<file path="src/nearest_palette_color_top_macros.svh">
// Assertion macros shared by the block's checks.
// Every macro samples on the rising edge of clk and is off while rst_n is low.
`ifndef NEAREST_PALETTE_COLOR_TOP_MACROS_SVH
`define NEAREST_PALETTE_COLOR_TOP_MACROS_SVH

// The consequence must hold in the same cycle as the antecedent
`define NPC_ASSERT_SAME(label, ante, cons) \
    label: assert property (@(posedge clk) disable iff (!rst_n) (ante) |-> (cons)) \
        else $error("nearest palette colour check failed");

// The consequence must hold in the cycle after the antecedent
`define NPC_ASSERT_NEXT(label, ante, cons) \
    label: assert property (@(posedge clk) disable iff (!rst_n) (ante) |=> (cons)) \
        else $error("nearest palette colour check failed");

`endif

</file>
<file path="src/npc_pkg.sv">
package npc_pkg;

    // Fixed field widths of the result
    localparam int INDEX_W = 8;
    localparam int DIST_W  = 14;

    // Largest distance the result field can carry
    localparam logic [DIST_W-1:0] DIST_FIELD_MAX = 14'd16383;

    // Operation codes
    localparam logic OP_WRITE = 1'b0;
    localparam logic OP_QUERY = 1'b1;

    // Controller states
    typedef enum logic [1:0] {
        ST_IDLE,
        ST_SCAN,
        ST_DRAIN
    } npc_state_t;

    // Controller to datapath
    typedef struct packed {
        logic write_en;    // store the incoming palette entry
        logic load_query;  // latch the query colour, restart the address counter
        logic issue;       // read the next palette entry into the pipeline
        logic finish;      // move the best match into the output register
    } npc_cmd_t;

    // Datapath to controller
    typedef struct packed {
        logic last_addr;   // the address counter points at the final entry
        logic pipe_busy;   // entries still travelling through the distance pipeline
        logic out_busy;    // output register holds a result not yet taken
    } npc_status_t;

endpackage

</file>
<file path="src/npc_datapath.sv">
module npc_datapath
    import npc_pkg::*;
#(
    parameter int PALETTE_ENTRIES = 256,
    parameter int COMPONENT_BITS  = 6
)
(
    input  logic                      clk,
    input  logic                      rst_n,
    input  npc_cmd_t                  cmd,
    input  logic [INDEX_W-1:0]        entry_index,
    input  logic [COMPONENT_BITS-1:0] red,
    input  logic [COMPONENT_BITS-1:0] green,
    input  logic [COMPONENT_BITS-1:0] blue,
    input  logic                      out_ready,
    output npc_status_t               status,
    output logic                      out_valid,
    output logic [INDEX_W-1:0]        nearest_index,
    output logic [DIST_W-1:0]         nearest_distance
);

    localparam int CB     = COMPONENT_BITS;
    localparam int AW     = (PALETTE_ENTRIES > 1) ? $clog2(PALETTE_ENTRIES) : 1;
    localparam int EW     = 3 * CB;
    localparam int SQW    = 2 * CB;
    localparam int DW     = 2 * CB + 2;
    localparam int SAT_W  = (DW > DIST_W) ? DW : DIST_W;
    localparam int RANGEW = 11;

    // Palette memory
    logic [EW-1:0] palette_mem [PALETTE_ENTRIES];

    // Query colour
    logic [CB-1:0] q_red_reg;
    logic [CB-1:0] q_green_reg;
    logic [CB-1:0] q_blue_reg;

    // Scan address
    logic [AW-1:0] addr_reg;

    // Read stage
    logic          s1_valid_reg;
    logic [AW-1:0] s1_idx_reg;
    logic [EW-1:0] s1_data_reg;

    // Square stage
    logic           s2_valid_reg;
    logic [AW-1:0]  s2_idx_reg;
    logic [SQW-1:0] s2_sq_r_reg;
    logic [SQW-1:0] s2_sq_g_reg;
    logic [SQW-1:0] s2_sq_b_reg;

    // Sum stage
    logic          s3_valid_reg;
    logic [AW-1:0] s3_idx_reg;
    logic [DW-1:0] s3_sum_reg;

    // Running best
    logic [AW-1:0] best_idx_reg;
    logic [DW-1:0] best_dist_reg;

    // Output register
    logic               out_valid_reg;
    logic [INDEX_W-1:0] nearest_index_reg;
    logic [DIST_W-1:0]  nearest_distance_reg;

    logic          wr_in_range;
    logic [CB-1:0] ent_r;
    logic [CB-1:0] ent_g;
    logic [CB-1:0] ent_b;
    logic [CB-1:0] diff_r;
    logic [CB-1:0] diff_g;
    logic [CB-1:0] diff_b;
    logic          take_new;
    logic [SAT_W-1:0] best_ext;

    assign wr_in_range = ({{(RANGEW - INDEX_W){1'b0}}, entry_index}
                          < RANGEW'(PALETTE_ENTRIES));

    // Palette write and scan read
    always_ff @(posedge clk)
    begin
        if (cmd.write_en && wr_in_range)
        begin
            palette_mem[AW'(entry_index)] <= {red, green, blue};
        end
        s1_data_reg <= palette_mem[addr_reg];
    end

    // Query colour latch and scan address counter
    always_ff @(posedge clk or negedge rst_n)
    begin
        if (!rst_n)
        begin
            addr_reg <= '0;
        end
        else if (cmd.load_query)
        begin
            addr_reg <= '0;
        end
        else if (cmd.issue)
        begin
            addr_reg <= addr_reg + AW'(1);
        end
    end

    always_ff @(posedge clk)
    begin
        if (cmd.load_query)
        begin
            q_red_reg   <= red;
            q_green_reg <= green;
            q_blue_reg  <= blue;
        end
    end

    // Absolute differences of the entry just read
    assign ent_r  = s1_data_reg[EW-1:2*CB];
    assign ent_g  = s1_data_reg[2*CB-1:CB];
    assign ent_b  = s1_data_reg[CB-1:0];
    assign diff_r = (q_red_reg >= ent_r) ? (q_red_reg - ent_r) : (ent_r - q_red_reg);
    assign diff_g = (q_green_reg >= ent_g) ? (q_green_reg - ent_g) : (ent_g - q_green_reg);
    assign diff_b = (q_blue_reg >= ent_b) ? (q_blue_reg - ent_b) : (ent_b - q_blue_reg);

    // Pipeline valid bits
    always_ff @(posedge clk or negedge rst_n)
    begin
        if (!rst_n)
        begin
            s1_valid_reg <= 1'b0;
            s2_valid_reg <= 1'b0;
            s3_valid_reg <= 1'b0;
        end
        else
        begin
            s1_valid_reg <= cmd.issue;
            s2_valid_reg <= s1_valid_reg;
            s3_valid_reg <= s2_valid_reg;
        end
    end

    // Pipeline payload: index, squares, sum
    always_ff @(posedge clk)
    begin
        s1_idx_reg  <= addr_reg;
        s2_idx_reg  <= s1_idx_reg;
        s2_sq_r_reg <= SQW'(diff_r) * SQW'(diff_r);
        s2_sq_g_reg <= SQW'(diff_g) * SQW'(diff_g);
        s2_sq_b_reg <= SQW'(diff_b) * SQW'(diff_b);
        s3_idx_reg  <= s2_idx_reg;
        s3_sum_reg  <= DW'(s2_sq_r_reg) + DW'(s2_sq_g_reg) + DW'(s2_sq_b_reg);
    end

    // Strict less-than keeps the lowest index on a tie; entry 0 always seeds
    assign take_new = s3_valid_reg &&
                      ((s3_idx_reg == '0) || (s3_sum_reg < best_dist_reg));

    always_ff @(posedge clk)
    begin
        if (take_new)
        begin
            best_idx_reg  <= s3_idx_reg;
            best_dist_reg <= s3_sum_reg;
        end
    end

    // Output register with saturated distance
    assign best_ext = SAT_W'(best_dist_reg);

    always_ff @(posedge clk or negedge rst_n)
    begin
        if (!rst_n)
        begin
            out_valid_reg <= 1'b0;
        end
        else if (cmd.finish)
        begin
            out_valid_reg <= 1'b1;
        end
        else if (out_ready)
        begin
            out_valid_reg <= 1'b0;
        end
    end

    always_ff @(posedge clk)
    begin
        if (cmd.finish)
        begin
            nearest_index_reg <= INDEX_W'(best_idx_reg);
            if (best_ext > SAT_W'(DIST_FIELD_MAX))
            begin
                nearest_distance_reg <= DIST_FIELD_MAX;
            end
            else
            begin
                nearest_distance_reg <= DIST_W'(best_dist_reg);
            end
        end
    end

    assign status.last_addr = (addr_reg == AW'(PALETTE_ENTRIES - 1));
    assign status.pipe_busy = s1_valid_reg || s2_valid_reg || s3_valid_reg;
    assign status.out_busy  = out_valid_reg;

    assign out_valid        = out_valid_reg;
    assign nearest_index    = nearest_index_reg;
    assign nearest_distance = nearest_distance_reg;

endmodule

</file>
<file path="config.mk">
export PLATFORM = sky130hd
export DESIGN_NAME = npc_datapath
export DESIGN_NICKNAME = d
export VERILOG_FILES = /design/src/nearest_palette_color_top_macros.svh /design/src/npc_pkg.sv /design/src/npc_datapath.sv
export SDC_FILE = /design/constraint.sdc
export NUM_CORES = 2
export LEC_CHECK = 0
export BUFFER_PORTS_ARGS = -buffer_cell sky130_fd_sc_hd__clkbuf_2
export CAP_MARGIN = 25
export CORE_MARGIN = 2
export CORE_UTILIZATION = 40
export DETAILED_ROUTE_END_ITERATION = 10
export GPL_ROUTABILITY_DRIVEN = 1
export PLACE_DENSITY = 0.63
export RECOVER_POWER = 50
export SLEW_MARGIN = 30
export SYNTH_ARGS = -nofsm -noshare
export SYNTH_HDL_FRONTEND = slang
export SYNTH_MEMORY_MAX_BITS = 65536
export SYNTH_SLANG_ARGS = --single-unit
export TNS_END_PERCENT = 1
</file>
<file path="constraint.sdc">
create_clock -name clk -period 10 [get_ports clk]
set_input_delay 1 -clock clk [delete_from_list [all_inputs] [get_ports clk]]
set_output_delay 1 -clock clk [all_outputs]
set_load 0.005 [all_outputs]
</file>
Yosys cells after proc, flatten, opt, wreduce, memory -nomap -nowiden. Memories as Yosys holds them, arrays and structs flattened. A register that Yosys moved wholly into a read port is not among the register bits. Cells that the tools add are included.

Register bits: 148. Latch bits: 0. Memory bits (writable): 4608. Bits in read-only memories: 0. Input bits: 33. Output and inout bits: 26. Word-level logic and storage cells: 54. Memories kept: 1.

Memories: palette_mem (depth 256, width 18, rd ports 1, clocked after Yosys merged registers in 1, write ports 1, line npc_datapath.sv:31) `logic [EW-1:0] palette_mem [PALETTE_ENTRIES];`.

$add $sub $neg: 9. Multiply operators: 3. Divide/modulo/power cells: 0. $lt $le $gt $ge: 5. Equality and inequality tests: 1. Shift operators: 0. Mux-type cells: 9. Bitwise gates (word level): 0. Reduce and logical (&&, ||, !) cells: 7.

Operators by type and width (count): $mul 6x6->12 (3); $sub 6x6->6 (6); $ge 6x6->1 (3); $mux 6 (3); $mux 8 (2); $add 13x12->14 (1); $gt 14x14->1 const B (1); $lt 14x14->1 (1); $add 12x12->13 (1); $add 8x1->8 const B (1); $eq 8x8->1 const B (1); $logic_not 8->1 (1); $mux 1 (4); $reduce_bool 2->1 (2); $logic_or 1x1->1 (3); $logic_and 1x1->1 (1).

Logic depth before layout (Yosys ltp).
Word-level depth: 3. Mapped depth: 26. Mapped depth without buffers: 25.

Worst setup path before layout. Ideal clock, no wire load.

Path type: flip-flop to flip-flop. Start point: reg q_blue_reg[0]. End point: reg s2_sq_b_reg[11]. Setup time: 0.072 ns. Data arrival time: 5.571 ns. Required time: 9.928 ns. Setup slack: 4.357 ns. Stages on the path, launching flop included: 26. Buffers on the path: 1. Clock period less this slack: 5.643 ns. Cells stage by stage: edfxtp_1 inv_1 ha_1 inv_1 fa_1 a21o_1 a21oi_1 a31o_1 buf_2 mux2_2 or4bb_1 o311a_1 nand2_1 nand2_1 fa_1 fa_1 fa_1 inv_1 ha_1 a21o_1 a21oi_1 o21bai_1 a21oi_1 o21bai_1 a21oi_1 xnor2_1.

Cells in the longest elaborated chain, start to end: 3. Elaborated cells between the ends (all ways): 5. Those cells by class: add/sub: 2; mul: 1; order compare: 1; mux: 1.

Ends and longest elaborated chain: from (decl) (line npc_datapath.sv:36) `logic [CB-1:0] q_blue_reg;`; from (signal assigned) (line npc_datapath.sv:113) `q_blue_reg <= blue;`; $sub 6x6->6 / $ge 6x6->1 (equally long branches) (line npc_datapath.sv:123) `assign diff_b = (q_blue_reg >= ent_b) ? (q_blue_reg - ent_b) : (ent_b - q_blue_reg);`; $mux 6 * (line npc_datapath.sv:123); $mul 6x6->12 * (line npc_datapath.sv:149) `s2_sq_b_reg <= SQW'(diff_b) * SQW'(diff_b);`; to (signal assigned) (line npc_datapath.sv:149); to (decl) (line npc_datapath.sv:51) `logic [SQW-1:0] s2_sq_b_reg;`.

Mark *: on every way between the ends. The rest lies on a longest branch, timed or not. A chain may end at the register's enable or synchronous reset.

==> summary by stage <==
Run status
The flow ran to the end, but the final reports show violations. The checks that failed: capacitance limit, slew limit.

Drt
For this block, the initial DRC count from the detailed router was 13500. The DRC violations left is 0. The first-pass iteration count of the detailed router is 5. In this run the remaining antenna-violating nets after routing total 0.

The number of vias after detailed routing is 90700. The mean routed wirelength per cell is 32.5 um. Wires add up to 501000 um. In the routed layout, each cell is associated on average with a via count of 5.89.

Cells and area
The cell area after layout is 210000 sq um. Leaving out fill and tap cells, the most frequent cell in the layout is sky130_fd_sc_hd__edfxtp_1. The ratio of cells with drive above 1 in the final layout is 28.0%. The register with the most flip-flops in the layout has 4608 of them. Compared with the post-synthesis result, the final layout area differs by 13.1%. The count of placed standard cells in the final layout, fillers left out is 15400. After the last flow step, the layout net total stands at 9000.

The library cells used most frequently in the layout, excluding fill and tap cells, are sky130_fd_sc_hd__edfxtp_1 (4670), sky130_fd_sc_hd__mux4_2 (1248), sky130_fd_sc_hd__clkbuf_16 (468). After filler insertion, the fill cell instance count of the layout stands at 37900. The utilization after layout is 45.4%.

Timing
The final count of hold timing violations is 0. The tightest hold path in the finished design has a slack of 249 ps. The worst pin sits at a relative slew slack of -300%.

The worst-margin pin slew is 6010 ps. Setup violations remaining at the end of the flow were counted as 0. The post-route fraction of the period consumed by the critical path is 82.9%.

The upper clock frequency limit is 0.121 GHz. The total count of max-transition violations in the final report is 3625. The final worst clock skew is 55.2 ps. The final critical-path required period is 8290 ps. Setup repair after global routing left no endpoint under its margin. Adding up every negative setup slack in the final design gives 0 ps.

Place
The global placer's final weighted congestion is 0.851. The cell area after placement is 195000 sq um. The placed wire-length estimate after detailed placement is 289000 um. Port buffering added 58 buffers. The number of instances in the placed design is 14500.

Global route
The number of global-route vias before repair is 89800. The initial antenna violation count is 46. Entering global routing, the biggest net connects 146 pins. The wire length of the first global-routing pass is 699000 um. The combined global-route utilization of all metal layers is 20.9%.

The total overflow reported by the global router is 0.

Synth
After synthesis, flip-flops and latches occupy 76.7% of the total area. The Yosys step of the flow raised 0 warnings. Synthesis produced a netlist whose cell count is 8356. After synthesis, the cell types taking the most area are sky130_fd_sc_hd__edfxtp_1 (76%), sky130_fd_sc_hd__mux4_2 (15%), sky130_fd_sc_hd__mux2i_1 (1.3%).

The cell type with the highest aggregate area in the netlist is sky130_fd_sc_hd__edfxtp_1. The synthesized flop and latch total is 4771. In the synthesized netlist the dominant register cell turns out to be sky130_fd_sc_hd__edfxtp_1. Yosys mapped a number of flops with a built-in enable equal to 4670. The netlist uses 74 different library cells.

The area share of the largest cell type after synthesis is 75.6%. The cell area that synthesis handed to floorplanning was 186000 sq um. The average footprint of a synthesized cell is 22.2 sq um. After synthesis, the share of flip-flops with an asynchronous set or reset is 0.252%.

Setup path
The capturing element type of the critical path is a register. The category of the most critical setup path is reg -> reg. The critical path contains buffers and inverters numbering 2 combined. Walking the worst path, the cells encountered are clkbuf_1, buf_4, mux4_2, mux4_2, a22oi_1, a311o_1, o221ai_1. The slowest stage of the critical path belongs to the cell sky130_fd_sc_hd__dfrtp_1.

The data required time at the worst endpoint is 10730 ps. The startpoint type of the worst setup path is a register. The arrival time reported for the critical path endpoint is 9020 ps. Among the stages of the critical path, the cell type that occurs most often is sky130_fd_sc_hd__mux4_2. The biggest cell delay along the critical path is 2340 ps.

Grouping stages by cell kind, the critical path spends the most delay in buffers and inverters. Along the worst path, the maximum fanout reaches 48. Setup slack on the worst reg-to-reg path comes out at 1710 ps.

Clock tree
The clock net in this run drives a total of 4771 sinks. The maximum level of the CTS H-tree is 5. Clock-pin slew was measured on the worst setup and hold paths at 60 ps. The clock passes through at most 4 buffers. Clock tree synthesis inserted a total of 464 buffers.

For the worst-skew pair, the clock arrives at the later sink with an insertion delay of 1020 ps. The clock tree from TritonCTS is done. The number of setup buffers added after CTS is 0. The tree is rooted in a sky130_fd_sc_hd__clkbuf_16.

Worst hold path
The worst hold-check path type is in -> reg.

Floorplan
The die is 685 um tall. In this run the count of I/O pins placed on the die edge is 59. In this run the standard cell core region covers 463000 sq um.

Once the floorplan was initialized, standard cells occupied 40.1% of the core. The width of the die is 685 um. The overall die area is 469000 sq um. The row count is 250.

Pwr
In this run, flip-flops and latches consume 50.1% of the power. The power share of the clock group is 38.6%. The analysis attributes to net switching a power of 10400 uW.

The internal power of the cells totals 34200 uW. The switching part of the total power is 23.4%. The maximum VDD drop is 0.000179 V.

Of the total power, combinational logic draws 11.3%. Power spread over the standard cell area amounts to 213 nW/um^2. The analysis attributes to cell leakage a power of 0.0648 uW.

Flow run
Max-cap violations in this run came to 65.
-- kinds of logic after synthesis --
group           Yosys count  share of synthesized area, %
compound gates          535                          1.97
xor+xnor                 54                         0.255
fa+ha+maj               138                          1.10
buf+inv                 587                          1.72
flops                  4771                          76.7
mux                    1499                          16.5
other cells               1                       0.00202
simple gates            771                          1.75
-- through the flow --
step / setup slack, ps / total power [uW]
3_5_place_dp: 3800 / 27800
6_report: 1710 / 44700
3_3_place_gp: 3720 / 27800
2_1_floorplan: 4360 / 26300
4_1_cts: 3760 / 44900
5_1_grt: 1640 / 46200
-- cell type report --
cell class / count / area (sq um) / share of cell area [%]
Antenna cell: 19 / 47.5 / 0.0226
Timing Repair Buffer: 470 / 3420 / 1.63
Clock inverter: 279 / 2760 / 1.31
Sequential cell: 4771 / 142000 / 67.8
Tap cell: 6174 / 7720 / 3.68
Multi-Input combinational cell: 3000 / 41000 / 19.5
Inverter: 122 / 467 / 0.222
Clock buffer: 574 / 12200 / 5.81
-- final timing paths --
kind,end,cells past startpoint,start
setup / recovery,s1_data_reg[6],7,addr_reg[1]
hold / removal,out_valid,3,out_ready
setup reg to reg,s1_data_reg[6],7,addr_reg[1]
hold reg to reg,s2_idx_reg[7],0,s1_idx_reg[7]
max in group asynchronous,addr_reg[4],2,rst_n
min in group asynchronous,s3_valid_reg,2,rst_n
-- power by group through the flow --
stage               logic, uW  registers [uW]  clock network (uW)
finish                   5040           22400               17200
detailed placement       5060           22800                   0
floorplan                3640           22700                   0
global route             5570           22400               18200
CTS                      5100           22400               17400
global placement         5000           22800                   0
-- synthesized netlist by cell type (64+ instances only) --
cell,count
sky130_fd_sc_hd__a21oi_1,127
sky130_fd_sc_hd__buf_2,98
sky130_fd_sc_hd__clkbuf_1,197
sky130_fd_sc_hd__dfxtp_1,89
sky130_fd_sc_hd__edfxtp_1,4670
sky130_fd_sc_hd__ha_1,96
sky130_fd_sc_hd__inv_1,118
sky130_fd_sc_hd__mux2i_1,240
sky130_fd_sc_hd__mux4_2,1248
sky130_fd_sc_hd__nand2_1,190
sky130_fd_sc_hd__nor2_1,410
sky130_fd_sc_hd__o21ai_0,64
-- layer usage --
layer  up-vias  global-route usage (%)  routed length (um)
met5         -                       0                 268
met1     49000                    29.5              197000
met2      4937                    32.2              231000
li1      36000                       -                   -
met4        12                    7.38               20600
met3       829                    4.45               52200
-- worst reg2reg max path, cell delays in order (launching register included) --
cell and delay, ps:
sky130_fd_sc_hd__dfrtp_1 2340, sky130_fd_sc_hd__clkbuf_1 2050, sky130_fd_sc_hd__buf_4 910, sky130_fd_sc_hd__mux4_2 460, sky130_fd_sc_hd__mux4_2 480, sky130_fd_sc_hd__a22oi_1 750, sky130_fd_sc_hd__a311o_1 590, sky130_fd_sc_hd__o221ai_1 440
-- repair_timing --
| item | CTS | global route |
|---|---|---|
| gates resized for setup | 0 | 0 |
| hold buffers | 1 | 0 |
| hold endpoints to repair | 12 | 0 |
No activity file was read; power rests on OpenSTA's default activity.
