## config.mk

```make
export PLATFORM = sky130hd
export DESIGN_NAME = npc_ctrl
export DESIGN_NICKNAME = d
export VERILOG_FILES = /design/src/nearest_palette_color_top_macros.svh /design/src/npc_pkg.sv /design/src/npc_ctrl.sv
export SDC_FILE = /design/constraint.sdc
export NUM_CORES = 1
export LEC_CHECK = 0
export CORE_AREA = 3 3 40 42
export CTS_BUF_LIST = sky130_fd_sc_hd__clkbuf_4 sky130_fd_sc_hd__clkbuf_8
export DETAILED_ROUTE_END_ITERATION = 7
export DIE_AREA = 0 0 43 45
export DONT_BUFFER_PORTS = 1
export GPL_TIMING_DRIVEN = 0
export PLACE_DENSITY = 0.3
export RECOVER_POWER = 25
export SYNTH_ARGS = -nofsm -noshare
export SYNTH_HDL_FRONTEND = slang
export SYNTH_SLANG_ARGS = --single-unit
```

## constraint.sdc

```tcl
create_clock -name clk -period 1.1 [get_ports clk]
set_input_delay 0.165 -clock clk [delete_from_list [all_inputs] [get_ports clk]]
set_output_delay 0.165 -clock clk [all_outputs]
set_load 0.03 [all_outputs]
```

## src/nearest_palette_color_top_macros.svh

```systemverilog
// Assertion macros shared by the block's checks.
// Every macro samples on the rising edge of clk and is off while rst_n is low.
`ifndef NEAREST_PALETTE_COLOR_TOP_MACROS_SVH
`define NEAREST_PALETTE_COLOR_TOP_MACROS_SVH

// The consequence must hold in the same cycle as the antecedent
`define NPC_ASSERT_SAME(label, ante, cons) \
    label: assert property (@(posedge clk) disable iff (!rst_n) (ante) |-> (cons)) \
        else $error("nearest palette colour check failed");

// The consequence must hold in the cycle after the antecedent
`define NPC_ASSERT_NEXT(label, ante, cons) \
    label: assert property (@(posedge clk) disable iff (!rst_n) (ante) |=> (cons)) \
        else $error("nearest palette colour check failed");

`endif

```

## src/npc_pkg.sv

```systemverilog
package npc_pkg;

    // Fixed field widths of the result
    localparam int INDEX_W = 8;
    localparam int DIST_W  = 14;

    // Largest distance the result field can carry
    localparam logic [DIST_W-1:0] DIST_FIELD_MAX = 14'd16383;

    // Operation codes
    localparam logic OP_WRITE = 1'b0;
    localparam logic OP_QUERY = 1'b1;

    // Controller states
    typedef enum logic [1:0] {
        ST_IDLE,
        ST_SCAN,
        ST_DRAIN
    } npc_state_t;

    // Controller to datapath
    typedef struct packed {
        logic write_en;    // store the incoming palette entry
        logic load_query;  // latch the query colour, restart the address counter
        logic issue;       // read the next palette entry into the pipeline
        logic finish;      // move the best match into the output register
    } npc_cmd_t;

    // Datapath to controller
    typedef struct packed {
        logic last_addr;   // the address counter points at the final entry
        logic pipe_busy;   // entries still travelling through the distance pipeline
        logic out_busy;    // output register holds a result not yet taken
    } npc_status_t;

endpackage

```

## src/npc_ctrl.sv

```systemverilog
module npc_ctrl
    import npc_pkg::*;
(
    input  logic        clk,
    input  logic        rst_n,
    input  logic        in_valid,
    input  logic        operation,
    input  npc_status_t status,
    output logic        in_ready,
    output npc_cmd_t    cmd
);

    npc_state_t state_reg;
    npc_state_t state_next;

    // State register
    always_ff @(posedge clk or negedge rst_n)
    begin
        if (!rst_n)
        begin
            state_reg <= ST_IDLE;
        end
        else
        begin
            state_reg <= state_next;
        end
    end

    // Next state and commands
    always_comb
    begin
        state_next     = state_reg;
        in_ready       = 1'b0;
        cmd.write_en   = 1'b0;
        cmd.load_query = 1'b0;
        cmd.issue      = 1'b0;
        cmd.finish     = 1'b0;
        case (state_reg)
            ST_IDLE:
            begin
                in_ready = 1'b1;
                if (in_valid)
                begin
                    if (operation == OP_QUERY)
                    begin
                        cmd.load_query = 1'b1;
                        state_next     = ST_SCAN;
                    end
                    else
                    begin
                        cmd.write_en = 1'b1;
                    end
                end
            end
            ST_SCAN:
            begin
                cmd.issue = 1'b1;
                if (status.last_addr)
                begin
                    state_next = ST_DRAIN;
                end
            end
            ST_DRAIN:
            begin
                // wait for the last distance to settle and for a free output slot
                if (!status.pipe_busy && !status.out_busy)
                begin
                    cmd.finish = 1'b1;
                    state_next = ST_IDLE;
                end
            end
            default:
            begin
                state_next = ST_IDLE;
            end
        endcase
    end

endmodule

```

; ---- After elaboration in Yosys (flattened, before gate mapping)
; Index checks and enable logic that the tools add are counted.
; Widths: inputs -> output; s select.
[word_totals]
inputBits = 7
out_inout_bits = 5
word_cells = 25
reg_bits = 2
[op_classes]
eq_ne = 6
mux = 13
n_reduce_logical = 5
[op_table]
columns = operator, count
row1 = $mux 2, 6
row2 = $ne 2x2->1 const B, 4
row3 = $mux 1, 6
row4 = $pmux 2 s3, 1
row5 = $reduce_and 4->1, 1
row6 = $eq 2x1->1 const B, 1
row7 = $eq 2x2->1 const B, 1
row8 = $logic_not 1->1, 2
row9 = $logic_not 2->1, 1
row10 = $logic_and 1x1->1, 1

; ---- Longest topological paths before layout
; Gate-level depths: netlist (run 1).
[logic_depth]
ltp_word = 4
ltp_mapped = 2
ltp_nobuf = 2

; ---- Worst setup path before layout (run 1)
; OpenSTA, ideal clock, no wires.
[synth_timing]
path_kind = flip-flop to output port
from = register state_reg[1]
to = output port cmd[3] in the netlist's numbering
stages_incl_launch_ff = 2
required_time_ns = 0.935
path_slack_ns = -0.568
t_arrival_ns = 1.503
n_path_buf = 0
cell_sequence = dfrtp_1 -> nor4b_1
[synth_lines]
columns = item, line_no
row1 = from (decl), npc_ctrl.sv:13  ; npc_state_t state_reg;
row2 = from (signal assigned), npc_ctrl.sv:25  ; state_reg <= state_next;
row3 = to (decl), npc_ctrl.sv:10  ; output npc_cmd_t cmd

==> results of run 1 <==
==> layout make-up <==
type / instances / area [um^2]
Fill cell: 146 / 1047
Multi-Input combinational cell: 8 / 115.1
Sequential cell: 2 / 52.55
Timing Repair Buffer: 3 / 25.02
Clock buffer: 3 / 22.52
Tap cell: 15 / 18.77
Inverter: 1 / 3.754
==> metal layers <==
| layer | share of wire | vias up | track usage |
|---|---|---|---|
| met3 | 0.16 | 2 | 0.02789 |
| met4 | 0.016 | 0 | 0.07229 |
| met2 | 0.48 | 9 | 0.05988 |
| met1 | 0.35 | 60 | 0.04578 |
| li1 | - | 56 | - |
| met5 | 0 | - | 0 |
==> cell families after synthesis <==
group / synth area share
and+or+nand+nor: 0.3674
DFF: 0.4082
AOI/OAI and AO/OA: 0.1939
buffers and inverters: 0.03058
==> stage by stage <==
| stage | area [um^2] | power (W) | TNS [ps] | setup WS (ps) | cells |
|---|---|---|---|---|---|
| final | 237.7 | 0.0006869 | -884.7 | -269.8 | 32 |
| after global routing | 237.7 | 0.0007211 | -1086 | -303.1 | 32 |
| after floorplan | 163.9 | 0.0004375 | -54.05 | -36.87 | 11 |
| after detailed placement | 182.7 | 0.0004719 | -128.0 | -77.96 | 26 |
| after global placement | 182.7 | 0.0004702 | -128.5 | -75.36 | 26 |
| after CTS | 222.7 | 0.0006611 | -1062 | -305.2 | 31 |
==> cells in the final DEF, fill, tap and decap left out <==
cell type | netlist | final
a32o_2 | 0 | 1
and3_4 | 0 | 1
buf_4 | 0 | 2
clkbuf_4 | 0 | 3
dfrtp_2 | 0 | 2
dlygate4sd3_1 | 0 | 1
inv_1 | 1 | 1
nor2_4 | 0 | 1
nor2b_4 | 1 | 1
nor4b_4 | 0 | 2
o21ai_0 | 1 | 1
o2bb2ai_2 | 0 | 1
==> worst min-delay path by stage <==
stage / slack (ps) / end / start / depth (start not counted)
after global placement: -130 / state_reg[0]$_DFFE_PN0P_ / rst_n / 0
after global routing: 60 / state_reg[1]$_DFFE_PN0P_ / status[2] / 1
after floorplan: -130 / state_reg[0]$_DFFE_PN0P_ / rst_n / 0
after detailed placement: -130 / state_reg[1]$_DFFE_PN0P_ / rst_n / 0
after CTS: 80 / state_reg[1]$_DFFE_PN0P_ / status[2] / 1
final: 70 / state_reg[1]$_DFFE_PN0P_ / status[2] / 1
==> worst max-delay path: cells and delay by family, from the launching register on <==
kind             cells  cell delay [ps]
DFF                  1              440
and+or+nand+nor      2              540
==> repair_timing <==
action	4_1_cts	5_1_grt
cloned	0	0
hold endpoints to repair	2	0
hold buffers	1	0
setup buffers	1	1
pin swaps	3	4
setup endpoints to repair	5	7
resized for setup	0	2
==> power by group <==
part	internal (W)	leakage, nW	switching [W]	total (W)
logic	0.000148	0.0571	0.000201	0.000350
clock network	0.000120	0.0138	0.0000389	0.000159
registers	0.000110	0.0233	0.0000685	0.000178
total	0.000378	0.0943	0.000309	0.000687
==> results.py, run 1 <==
metrics = {
    "run_status": {
        "outcome": "finished, violations left",
        "violations": "setup timing",
    },
    "sta": {
        "finalMaxSlewViolations": 0,
        "fin_ws_ps": -269.8,
        "finalHoldViolCount": 0,
        "period_needed_ps": 1370,
        "fin_crit_sh": 1.245,
        "whs_ps": 66.63,
        "setup_viol": 5,
        "timing.slew.headroom": 0.6682,
        "fin_skew_ps": 0.5453,
        "rsz0062_at_grt": "yes",
        "fmax_mhz": 730.1,
        "worst_pin_slew_ps": 495.6,
    },
    "grt": {
        "grt_start_max_net_pins": 6,
        "antenna_found_initial": 0,
        "grt_pass1_wl_um": 607,
        "grt_pass1_vias": 159,
        "grt_overflow": 0,
        "grt_usage": 0.04829,
    },
    "worst_setup_path": {
        "max_stage_delay_ps": 440,
        "cp_slowest_cell": "dfrtp_2",
        "critPathKind": "reg2out",
        "required_ps": 940,
        "reg2reg_depth": 3,
        "endpoint": "cmd[2]",
        "critPathLaunchType": "flip-flop",
        "timing.rr.start": "state_reg[0]$_DFFE_PN0P_",
        "end_kind": "primary output",
        "crit_fanout": 4,
        "arrival_ps": 1200,
        "timing.rr.end": "state_reg[0]$_DFFE_PN0P_",
        "path_cells": "nor2_4 > and3_4",
        "ff2ff_setup_slack_ps": -20,
        "cp-startpoint": "state_reg[1]$_DFFE_PN0P_",
    },
    "synthesis": {
        "synth_edf_count": 0,
        "synth_cell_types": 9,
        "ys_warn_count": 0,
        "yosys.area.top_type": "dfrtp_1",
        "yosysSeqAreaShare": 0.4082,
        "synthCells": 11,
        "synth-async-reset-ratio": 1.000,
        "ys_ff_latch": 2,
        "yosys-top-cells-count": "dfrtp_1 (2), nor4b_1 (2)",
        "synth_top_area_frac": 0.4082,
        "synthesis.nets": 18,
        "netlist_top_cells_area": "dfrtp_1 (41%), nor4b_1 (14%), nor2b_4 (11%)",
        "netlist_area_um2": 122.6,
        "ys.flop_type": "dfrtp_1",
        "synth_area_per_cell_um2": 11.15,
    },
    "drt": {
        "vias": 127,
        "routed_wl_um": 381,
        "postRouteAntennaNets": 0,
        "firstDrtPassIters": 1,
        "post_drt_wl_per_cell_um": 11.91,
        "drt_iter0_drc": 0,
        "routed_via_density": 3.969,
        "drc": 0,
    },
    "cts": {
        "clock_sinks": 2,
        "cts_root_buffer": "clkbuf_4",
        "max-clock-path-buffers": 2,
        "cts_made_buffers": 3,
        "clkSlewWorstSetupHoldPaths_ps": 30,
        "cts_tree": "built",
        "insertion_delay_ps": 220,
        "htree_levels": 1,
    },
    "die": {
        "die_y_um": 45,
        "io_pins": 12,
        "start_util": 0.09542,
        "die_area_mm2": 0.001935,
        "core_area_mm2": 0.001285,
        "die_width_um": 43,
        "rows": 13,
    },
    "final_layout": {
        "synthToLayoutAreaGrowth_pct": 93.88,
        "nets": 26,
        "drive_above_1_share": 0.8235,
        "n_antenna_cell": 0,
        "largest_reg_flops": 2,
        "fin_util": 0.1850,
    },
    "job": {
        "drv_cap": 0,
    },
    "min_path": {
        "worstHoldPathType": "in2reg",
    },
    "placement": {
        "gp_congestion": 0.6223,
        "io_buffers": 0,
    },
    "pwr": {
        "p_per_area_mw_per_mm2": 2889,
        "max-vdd-ir-drop_mv": 0.4839,
        "p_leak_nw": 0.09428,
    },
}
No activity file was read; power rests on OpenSTA's default activity.
==> run 2, diff against run 1 <==
--- a/config.mk
+++ b/config.mk
@@ -5,13 +5,15 @@
 export SDC_FILE = /design/constraint.sdc
 export NUM_CORES = 1
 export LEC_CHECK = 0
-export CORE_AREA = 3 3 40 42
+export CELL_PAD_IN_SITES_DETAIL_PLACEMENT = 2
+export CELL_PAD_IN_SITES_GLOBAL_PLACEMENT = 2
+export CORE_AREA = 4 4 41 43
 export CTS_BUF_LIST = sky130_fd_sc_hd__clkbuf_4 sky130_fd_sc_hd__clkbuf_8
 export DETAILED_ROUTE_END_ITERATION = 7
-export DIE_AREA = 0 0 43 45
+export DIE_AREA = 0 0 45 47
 export DONT_BUFFER_PORTS = 1
 export GPL_TIMING_DRIVEN = 0
-export PLACE_DENSITY = 0.3
+export PLACE_DENSITY = 0.35
 export RECOVER_POWER = 25
 export SYNTH_ARGS = -nofsm -noshare
 export SYNTH_HDL_FRONTEND = slang
==> results.py, run 2 (synthesized netlist as in run 1, its figures left out) <==
metrics = {
    "run_status": {
        "outcome": "finished, violations left",
        "violations": "setup timing",
    },
    "pwr": {
        "p_int_w": 0.0003465,
        "p_leak_nw": 0.08182,
        "pwr-share-clk": 0.250,
        "p_seq_frac": 0.301,
        "p_per_area_mw_per_mm2": 2937,
        "p_sw_w": 0.0003077,
        "switching_share": 0.4703,
        "max-vdd-ir-drop_mv": 0.5508,
        "p_comb_frac": 0.449,
    },
    "cts": {
        "cts_made_buffers": 3,
        "ctsResizeCount": 0,
        "clock_sinks": 2,
        "cts_tree": "built",
        "insertion_delay_ps": 220,
        "cts_root_buffer": "clkbuf_4",
        "htree_levels": 1,
        "max-clock-path-buffers": 2,
        "clkSlewWorstSetupHoldPaths_ps": 30,
    },
    "grt": {
        "grt_start_max_net_pins": 6,
        "grt_pass1_wl_um": 634,
        "grt_pass1_vias": 139,
        "met2_usage": 0.03672,
        "busiest_layer": "met4",
        "grt_usage": 0.05138,
        "use_met1": 0.05695,
        "grt_overflow": 0,
        "use_met3": 0.04598,
        "antenna_found_initial": 0,
    },
    "sta": {
        "fin_ws_ps": -304.9,
        "finalMaxSlewViolations": 0,
        "finalHoldViolCount": 0,
        "worst_pin_slew_ps": 491.6,
        "fin_crit_sh": 1.277,
        "fmax_mhz": 711.8,
        "period_needed_ps": 1405,
        "fin_skew_ps": 0.3615,
        "setup_viol": 7,
        "rsz0062_at_grt": "yes",
        "timing.slew.headroom": 0.6709,
        "whs_ps": 77.91,
    },
    "die": {
        "core_area_mm2": 0.001301,
        "die_y_um": 47,
        "die_area_mm2": 0.002115,
        "rows": 13,
        "die_width_um": 45,
        "start_util": 0.09423,
        "io_pins": 12,
    },
    "drt": {
        "post_drt_wl_per_cell_um": 13.35,
        "vias": 123,
        "routed_wl_um": 414,
        "firstDrtPassIters": 3,
        "drc": 0,
        "routed_via_density": 3.968,
        "drt_iter0_drc": 3,
        "postRouteAntennaNets": 0,
    },
    "worst_setup_path": {
        "required_ps": 940,
        "crit_fanout": 4,
        "critPathKind": "reg2out",
        "end_kind": "primary output",
        "critPathLaunchType": "flip-flop",
        "max_stage_delay_ps": 460,
        "path_cells": "nor2_4 > and3_4",
        "arrival_ps": 1240,
        "cp_slowest_cell": "dfrtp_2",
    },
    "placement": {
        "gp_congestion": 0.5945,
        "io_buffers": 0,
        "dp_hpwl_um": 322.6,
        "placedCellCount": 26,
    },
    "min_path": {
        "worstHoldPathType": "in2reg",
    },
    "final_layout": {
        "n_antenna_cell": 0,
        "multiInputGateArea_um2": 107.6,
        "final_cells": 31,
        "register_area_um2": 52.55,
        "nets": 25,
        "largest_reg_flops": 2,
        "synthToLayoutAreaGrowth_pct": 81.63,
        "layout_common_cells": "clkbuf_4 (3), nor4b_4 (2), dfrtp_2 (2)",
        "fillCellCount": 156,
        "final_common_cell": "clkbuf_4",
        "drive_above_1_share": 0.6875,
    },
    "job": {
        "drv_cap": 0,
    },
}
run 2: changes by cell type in the layout (fill, tap and decap cells not counted), sizes merged:
| cell | previous run | this run |
|---|---|---|
| buf | 2 | 1 |
run 2: cell type report:
type,count,area share
Multi-Input combinational cell,8,0.4831
Sequential cell,2,0.2360
Clock buffer,3,0.1011
Inverter,1,0.01685
Tap cell,15,0.08427
Timing Repair Buffer,2,0.07865
run 2: path summary, 6_finish.rpt:
kind                                          start                        to  slack, ps  cells past startpoint
max                        state_reg[0]$_DFFE_PN0P_                    cmd[2]       -300                      2
min                                       status[2]  state_reg[1]$_DFFE_PN0P_         80                      1
max reg2reg                state_reg[0]$_DFFE_PN0P_  state_reg[0]$_DFFE_PN0P_        -10                      3
min reg2reg                state_reg[0]$_DFFE_PN0P_  state_reg[1]$_DFFE_PN0P_        690                      2
max in group asynchronous                     rst_n  state_reg[1]$_DFFE_PN0P_        780                      1
min in group asynchronous                     rst_n  state_reg[0]$_DFFE_PN0P_        180                      1
run 2: repair_timing:
item | 4_1_cts | 5_1_grt
hold buffers | 1 | 0
hold endpoints to repair | 2 | 0
setup endpoints to repair | 5 | 5
buffers inserted | 0 | 1
pin swaps | 2 | 1
run 2: per-layer routing:
metal	up-vias	part of all wire
met3	2	0.16
met1	55	0.40
met2	12	0.39
met5	-	0
met4	0	0.043
li1	54	-
run 2: power groups by stage:
| stage | Sequential, W | Clock, W | Combinational, W |
|---|---|---|---|
| after global placement | 0.000199 | 0 | 0.000275 |
| after floorplan | 0.000184 | 0 | 0.000253 |
| after CTS | 0.000199 | 0.000175 | 0.000278 |
| after global routing | 0.000201 | 0.000193 | 0.000308 |
| after detailed placement | 0.000200 | 0 | 0.000274 |
| final | 0.000197 | 0.000164 | 0.000294 |
run 2: critical path, delay by kind of cell, from the launching register on:
kind	cells	cell delay (ps)
flops	1	460
simple gates	2	550
run 2: through the flow:
step	worst slack [ps]	instance area (um^2)	total power, W	TNS [ps]	utilization
3_5_place_dp	-87.82	182.7	0.0004739	-139.5	0.1404
6_report	-304.9	222.7	0.0006541	-972.0	0.1712
5_1_grt	-344.8	222.7	0.0007012	-1246	0.1712
4_1_cts	-327.2	215.2	0.0006520	-975.3	0.1654
2_1_floorplan	-36.87	163.9	0.0004375	-54.05	-
3_3_place_gp	-83.08	182.7	0.0004735	-137.7	0.1404
==> run 3, diff against run 2 <==
--- a/config.mk
+++ b/config.mk
@@ -15,6 +15,7 @@
 export GPL_TIMING_DRIVEN = 0
 export PLACE_DENSITY = 0.35
 export RECOVER_POWER = 25
+export REMOVE_ABC_BUFFERS = 1
 export SYNTH_ARGS = -nofsm -noshare
 export SYNTH_HDL_FRONTEND = slang
 export SYNTH_SLANG_ARGS = --single-unit
==> constraint.sdc (replaced) <==
create_clock -name clk -period 1.57 [get_ports clk]
set_input_delay 0.2355 -clock clk [delete_from_list [all_inputs] [get_ports clk]]
set_output_delay 0.2355 -clock clk [all_outputs]
set_load 0.03 [all_outputs]
==> results.py, run 3 (synthesized netlist as in run 1, its figures left out) <==
metrics = {
    "run_status": {
        "outcome": "finished, violations left",
        "violations": "setup timing",
    },
    "sta": {
        "rsz0062_at_grt": "yes",
        "worst_pin_slew_ps": 775.5,
        "period_needed_ps": 1642,
        "fin_skew_ps": 0.6440,
        "finalMaxSlewViolations": 0,
        "fin_crit_sh": 1.046,
        "whs_ps": 160.7,
        "timing.slew.headroom": 0.4817,
        "setup_viol": 3,
        "finalHoldViolCount": 0,
        "fmax_mhz": 609.2,
        "fin_ws_ps": -71.60,
    },
    "cts": {
        "cts_tree": "built",
        "clock_sinks": 2,
        "insertion_delay_ps": 220,
        "cts_root_buffer": "clkbuf_4",
        "post_cts_buffers": 0,
        "max-clock-path-buffers": 2,
        "cts_made_buffers": 3,
        "htree_levels": 1,
        "clkSlewWorstSetupHoldPaths_ps": 30,
    },
    "worst_setup_path": {
        "cp_num_buf_inv": 0,
        "critPathLaunchType": "flip-flop",
        "end_kind": "primary output",
        "critPathKind": "reg2out",
        "cp_slowest_cell": "nor4b_2",
        "arrival_ps": 1410,
        "max_stage_delay_ps": 740,
        "path_cells": "nor4b_2",
        "required_ps": 1330,
        "crit_fanout": 5,
        "cpLargestDelayFamily": "simple AND/OR/NAND/NOR gates",
    },
    "final_layout": {
        "drive_above_1_share": 0.5333,
        "final_common_cell": "clkbuf_4",
        "synthToLayoutAreaGrowth_pct": 52.04,
        "n_antenna_cell": 0,
        "layout_common_cells": "clkbuf_4 (3), nor4b_2 (2), dfrtp_1 (2)",
        "final_cell_area_um2": 186.4,
        "largest_reg_flops": 2,
        "nets": 24,
    },
    "die": {
        "start_util": 0.09423,
        "die_y_um": 47,
        "core_area_mm2": 0.001301,
        "io_pins": 12,
        "die_area_mm2": 0.002115,
        "die_width_um": 45,
        "rows": 13,
    },
    "grt": {
        "grt_pass1_wl_um": 600,
        "grt_pass1_vias": 137,
        "grt_overflow": 0,
        "antenna_found_initial": 0,
        "grt_start_max_net_pins": 6,
        "grt_usage": 0.04743,
    },
    "drt": {
        "post_drt_wl_per_cell_um": 13.07,
        "vias": 115,
        "drc": 0,
        "routed_via_density": 3.833,
        "firstDrtPassIters": 1,
        "postRouteAntennaNets": 0,
        "routed_wl_um": 392,
        "drt_iter0_drc": 0,
    },
    "pwr": {
        "max-vdd-ir-drop_mv": 0.3983,
        "p_per_area_mw_per_mm2": 2141,
        "p_leak_nw": 0.07125,
    },
    "min_path": {
        "worstHoldPathType": "in2reg",
    },
    "placement": {
        "placed_area_um2": 141.4,
        "gp_congestion": 0.5276,
        "io_buffers": 0,
    },
    "job": {
        "drv_cap": 0,
    },
}
[run 3: cell type report]
type / count / area [um^2]
clock buffers: 3 / 22.52
fillers: 157 / 1115
inverters: 1 / 3.754
multi-input cells: 8 / 81.33
flip-flops and latches: 2 / 50.05
well taps: 15 / 18.77
repair buffers: 1 / 10.01
[run 3: metal layers]
metal / vias to the layer above / global-route usage / routed length, um
li1: 51 / - / -
met1: 50 / 0.04328 / 130
met2: 12 / 0.05367 / 170
met3: 2 / 0.02682 / 76
met4: 0 / 0.08772 / 15
met5: - / 0 / 0
[run 3: timing repair]
action                                  CTS  global route
endpoints found under the hold margin     2             0
hold buffers                              1             0
endpoints found under the setup margin    3             3
gates resized for setup                   2             0
[run 3: metrics by stage]
stage          setup TNS, ps  total power [W]  worst slack, ps  utilization  instances
3_3_place_gp          -530.6        0.0002767           -269.7       0.1087         26
6_report              -192.1        0.0003992           -71.60       0.1433         30
4_1_cts               -246.3        0.0004121           -93.29       0.1433         30
3_5_place_dp          -531.1        0.0002782           -280.6       0.1087         26
5_1_grt               -371.9        0.0004329           -126.8       0.1433         30
2_1_floorplan         -329.6        0.0002518           -168.3            -         11
[run 3: path summary, 6_finish.rpt]
kind                       cells after the start                      from  slack [ps]                       end
min reg2reg                                    1  state_reg[0]$_DFFE_PN0P_         610  state_reg[1]$_DFFE_PN0P_
max reg2reg                                    2  state_reg[0]$_DFFE_PN0P_         460  state_reg[0]$_DFFE_PN0P_
max in group asynchronous                      1                     rst_n        1200  state_reg[1]$_DFFE_PN0P_
max                                            1  state_reg[0]$_DFFE_PN0P_         -70                    cmd[3]
min in group asynchronous                      1                     rst_n         240  state_reg[0]$_DFFE_PN0P_
min                                            1                 status[2]         160  state_reg[1]$_DFFE_PN0P_
[run 3: power by group]
part	switching (W)	internal (W)	leakage, nW	total, W
clock	0.0000282	0.0000842	0.0138	0.000112
sequential	0.0000456	0.0000724	0.0261	0.000118
combinational	0.000117	0.0000515	0.0314	0.000169
total	0.000191	0.000208	0.0713	0.000399
